==> src/sv/bbrm_pkg.sv <==
`timescale 1ns / 1ps
// ----------------------------------------------------------------------------
// bbrm_pkg: shared types and constants for the bytecode register machine
// Sizes of the register file and scratch memory, opcodes, the decoded
// micro-op that travels from the front end to the back end.
// ----------------------------------------------------------------------------
package bbrm_pkg;

	localparam int NUM_REGS      = 256;
	localparam int SCRATCH_WORDS = 256;
	localparam int REG_IDX_W     = (NUM_REGS > 1) ? $clog2(NUM_REGS) : 1;
	localparam int SCR_IDX_W     = (SCRATCH_WORDS > 1) ? $clog2(SCRATCH_WORDS) : 1;
	localparam int DATA_W        = 64;
	localparam int SHAMT_W       = 6;   // shift amount = low six bits of src_b register

	localparam int QUEUE_DEPTH   = 4;
	localparam int QPTR_W        = $clog2(QUEUE_DEPTH);
	localparam int QCNT_W        = QPTR_W + 1;

	// opcodes
	localparam logic [7:0] OP_NOP   = 8'h00;
	localparam logic [7:0] OP_AND   = 8'h01;
	localparam logic [7:0] OP_OR    = 8'h02;
	localparam logic [7:0] OP_XOR   = 8'h03;
	localparam logic [7:0] OP_NOT   = 8'h04;
	localparam logic [7:0] OP_SHL   = 8'h05;
	localparam logic [7:0] OP_SHR   = 8'h06;
	localparam logic [7:0] OP_LOAD  = 8'h07;
	localparam logic [7:0] OP_STORE = 8'h08;

	// result write kinds
	typedef enum logic [1:0] {
		KIND_NONE    = 2'd0,
		KIND_REG     = 2'd1,
		KIND_SCRATCH = 2'd2
	} kind_t;

	// decoded operation class
	typedef enum logic [3:0] {
		CL_NONE,
		CL_AND,
		CL_OR,
		CL_XOR,
		CL_NOT,
		CL_SHL,
		CL_SHR,
		CL_LOAD,
		CL_STORE
	} cls_t;

	// decoded micro-op held in the issue queue
	typedef struct packed {
		logic       start;
		cls_t       cls;
		logic [7:0] dst;
		logic [7:0] sa;
		logic [7:0] sb;
		logic       dst_reg_ok;
		logic       dst_scr_ok;
		logic       sa_reg_ok;
		logic       sb_reg_ok;
		logic       sa_scr_ok;
	} uop_t;

endpackage

==> src/sv/bbrm_queue.sv <==
`timescale 1ns / 1ps
// ----------------------------------------------------------------------------
// bbrm_queue: issue queue
// Small FIFO of decoded micro-ops between the decode front end and the
// execute back end.
// ----------------------------------------------------------------------------
module bbrm_queue import bbrm_pkg::*; (
	input  logic clk,
	input  logic arst_n,
	input  logic push,
	input  uop_t push_uop,
	output logic full,
	input  logic pop,
	output logic head_vld,
	output uop_t head_uop
);

	uop_t              entries [QUEUE_DEPTH];
	logic [QPTR_W-1:0] wr_ptr_q;
	logic [QPTR_W-1:0] rd_ptr_q;
	logic [QCNT_W-1:0] count_q;

	assign full     = count_q == QCNT_W'(QUEUE_DEPTH);
	assign head_vld = count_q != '0;
	assign head_uop = entries[rd_ptr_q];

	// storage
	always_ff @(posedge clk) begin
		if (push) begin
			entries[wr_ptr_q] <= push_uop;
		end
	end

	// pointers and fill count
	always_ff @(posedge clk or negedge arst_n) begin
		if (!arst_n) begin
			wr_ptr_q <= '0;
			rd_ptr_q <= '0;
			count_q  <= '0;
		end else begin
			if (push) begin
				wr_ptr_q <= wr_ptr_q + 1'b1;
			end
			if (pop) begin
				rd_ptr_q <= rd_ptr_q + 1'b1;
			end
			if (push && !pop) begin
				count_q <= count_q + 1'b1;
			end else if (pop && !push) begin
				count_q <= count_q - 1'b1;
			end
		end
	end

`ifndef ASSERT_OFF
	a_no_push_full: assert property (@(posedge clk) disable iff (!arst_n)
		push |-> !full)
		else $error("queue push while full");
	a_no_pop_empty: assert property (@(posedge clk) disable iff (!arst_n)
		pop |-> head_vld)
		else $error("queue pop while empty");
	a_count_push: assert property (@(posedge clk) disable iff (!arst_n)
		push && !pop |=> count_q == $past(count_q) + 1'b1)
		else $error("queue count did not follow push");
`endif

endmodule

==> config.mk <==
export PLATFORM = sky130hd
export DESIGN_NAME = bbrm_queue
export DESIGN_NICKNAME = d
export VERILOG_FILES = /design/src/sv/bbrm_pkg.sv /design/src/sv/bbrm_queue.sv
export SDC_FILE = /design/constraint.sdc
export NUM_CORES = 1
export LEC_CHECK = 0
export ABC_AREA = 1
export CORE_ASPECT_RATIO = 0.6
export CORE_MARGIN = 2
export CORE_UTILIZATION = 40
export CTS_CLUSTER_SIZE = 20
export DETAILED_ROUTE_END_ITERATION = 6
export DONT_BUFFER_PORTS = 1
export PLACE_DENSITY = 0.65
export SLEW_MARGIN = 25
export SYNTH_ARGS = -nofsm -noshare
export SYNTH_HDL_FRONTEND = slang
export SYNTH_SLANG_ARGS = --single-unit
==> constraint.sdc <==
create_clock -name clk -period 4.1 [get_ports clk]
set_input_delay 0.82 -clock clk [delete_from_list [all_inputs] [get_ports clk]]
set_output_delay 0.82 -clock clk [all_outputs]
set_load 0.1 [all_outputs]
==> metrics <==
vias in the first global route=3257; initial drt markers=191; outcome=completed; post-route cell area=6820 um^2; global-route wire length before repair=17.6 mm; TritonCTS clock tree=yes; Cell Chain, Critical Path=buf_16 -> o211ai_1 -> nand2_1 -> buf_4; Mapped Cells=445; Initial DRT Pass Iterations=4; total length of routed wires=11.1 mm; M1 GR Usage=0.185; Via Count=3269; Die Y=97.1 um; final setup skew=8.59 ps; measured slew at the worst slew-check pin=910 ps; pins over their slew limit=0; share of layout cells above drive strength 1=0.159; worst skew pair latency=410 ps; worst stage delay on the critical path=770 ps; Worst Path Required=3280 ps; syn avg cell area=13.0 um^2; CP Max Fanout=74; global routing usage on met3=0.0691; sequential share of the synthesized area=0.737; worst hold path class=in -> async; placed cell areas=6250 um^2; DIE AREA=15400 um^2; worst setup margin=1120 ps; max cap viols=0; Synth Net Count=489; # resized after CTS=0; Synth-to-Final Area Change=18.1%; max_slew headroom=0.390; Ys Warns=0; Tot GR Track Use=0.151; Fin. Hold Viols=0; flop-to-flop setup slack=1910 ps; die width=159 um; # H-tree levels=4; WP data arrival=2160 ps; Final nets=527; Unique masters post-synth=18; Max Clk Rate=336 MHz; min Tclk post-route=2980 ps; CTS Buf Count=17; clk slew on worst S/H paths=60 ps; GR Util met2=0.241; Final HPWL DP=6.67 mm; Mapped Area=5780 um^2; crit path capture type=primary output; Setup CP Type=reg -> out; n_diodes=0; Port Buffers=0; GR Overflow Total=0; reg2reg start=wr_ptr_q[0]$_DFFE_PN0P_; Crit-path slowest cell=dfrtp_4; clock root buffer master=clkbuf_16; Worst Reg2Reg Path Length in Cells=4; Vias/cell=4.75; Worst setup SP type=flip-flop; # IOs=74; initial antenna violation count=0; fill count=1211; RSZ-0062 raised after global routing=false; CTS Hold Bufs=0; final setup TNS=0 ps; Initial Util=0.416; # setup viols final=0; final antenna-violating net count=0; Max clock buf depth=2; Post-CTS Setup Bufs=0; crit share post-route=0.727; largest net degree at the start of global routing=75; synthesized flop and latch total=143; global routing's busiest layer=met2; Site Rows=33; core area=13900 um^2; pre-CTS setup slack=1520 ps; worst r2r dst=entries[3][30]$_DFFE_PP_; clock sinks=143; DRC=0; Placer Congestion=0.743; wire length per cell=16.1 um
-- routing by layer --
layer  up-vias  share of wire
met5         -              0
met4         0         0.0067
met3         8          0.083
met2        88           0.46
met1      1570           0.45
li1       1603              -
-- state kept, by name, summed over array words and instances, names as in the netlist --
name / cells
entries: 136
wr_ptr_q: 2
count_q: 3
rd_ptr_q: 2
-- stage by stage --
step           utilization  hold slack [ps]  cells
2_1_floorplan            -              442    445
3_3_place_gp         0.449              460    655
3_5_place_dp         0.450              470    656
4_1_cts              0.492             84.0    688
5_1_grt              0.492             75.4    688
6_report             0.492              102    688
-- cells by family after synthesis --
kind of cell               Yosys count  share of synthesized area
and+or+nand+nor                    120                     0.0789
adders and majority gates            6                     0.0143
xor gates and xnor gates             4                    0.00607
AOI/OAI and AO/OA                   69                     0.0893
DFF                                143                      0.737
buffers and inverters              103                     0.0741
-- cell usage in the layout (no fill, tap or decap), types with 3 or more instances in the layout --
cell type	instances
edfxtp_1	136
nand2_1	116
inv_1	75
o211ai_1	68
buf_4	40
clkbuf_16	18
dfrtp_1	6
ha_1	5
clkinv_2	5
inv_2	4
clkbuf_8	4
xor2_1	3
clkinvlp_4	3
-- synthesized netlist by cell type --
cell,number,area share
nor3_1,1,0.00087
nand3_1,1,0.00087
buf_2,15,0.013
o21ai_1,1,0.00087
xnor2_1,1,0.0015
nand2_1,116,0.075
clkbuf_1,2,0.0013
nand4_1,1,0.0011
fa_1,1,0.0035
buf_4,6,0.0078
xor2_1,3,0.0046
ha_1,5,0.011
inv_1,79,0.051
o211ai_1,68,0.088
dfrtp_1,7,0.030
edfxtp_1,136,0.71
inv_2,1,0.00065
nor2_1,1,0.00065
-- cell type report --
cell class / count / area (um^2) / area share
flip-flops and latches: 143 / 4260 / 0.625
inverters: 80 / 300 / 0.0440
repair buffers: 42 / 353 / 0.0517
clock inverters: 10 / 86.3 / 0.0127
multi-input cells: 199 / 1090 / 0.160
well taps: 192 / 240 / 0.0352
clock buffers: 22 / 484 / 0.0710
-- how the worst max path moves through the flow --
stage                            startpoint                       end  slack (ps)  cells after the start
finish              rd_ptr_q[0]$_DFFE_PN0P_               head_uop[5]        1120                      4
global route        rd_ptr_q[0]$_DFFE_PN0P_               head_uop[5]        1000                      4
CTS                 rd_ptr_q[0]$_DFFE_PN0P_               head_uop[5]        1100                      4
detailed placement                     push  entries[0][30]$_DFFE_PP_        1520                      3
global placement    rd_ptr_q[0]$_DFFE_PN0P_              head_uop[25]        1270                      4
floorplan            count_q[0]$_DFFE_PN0P_                      full         780                      1
-- critical path: cells and delay by family (launching register included) --
| family | cells | cell delay, ps |
|---|---|---|
| buffers and inverters | 2 | 620 |
| and+or+nand+nor | 1 | 170 |
| DFF | 1 | 770 |
| AOI/OAI and AO/OA | 1 | 140 |
Power is not shown: default switching activity piles up to over one toggle a cycle in this logic, so the estimate is an artifact.
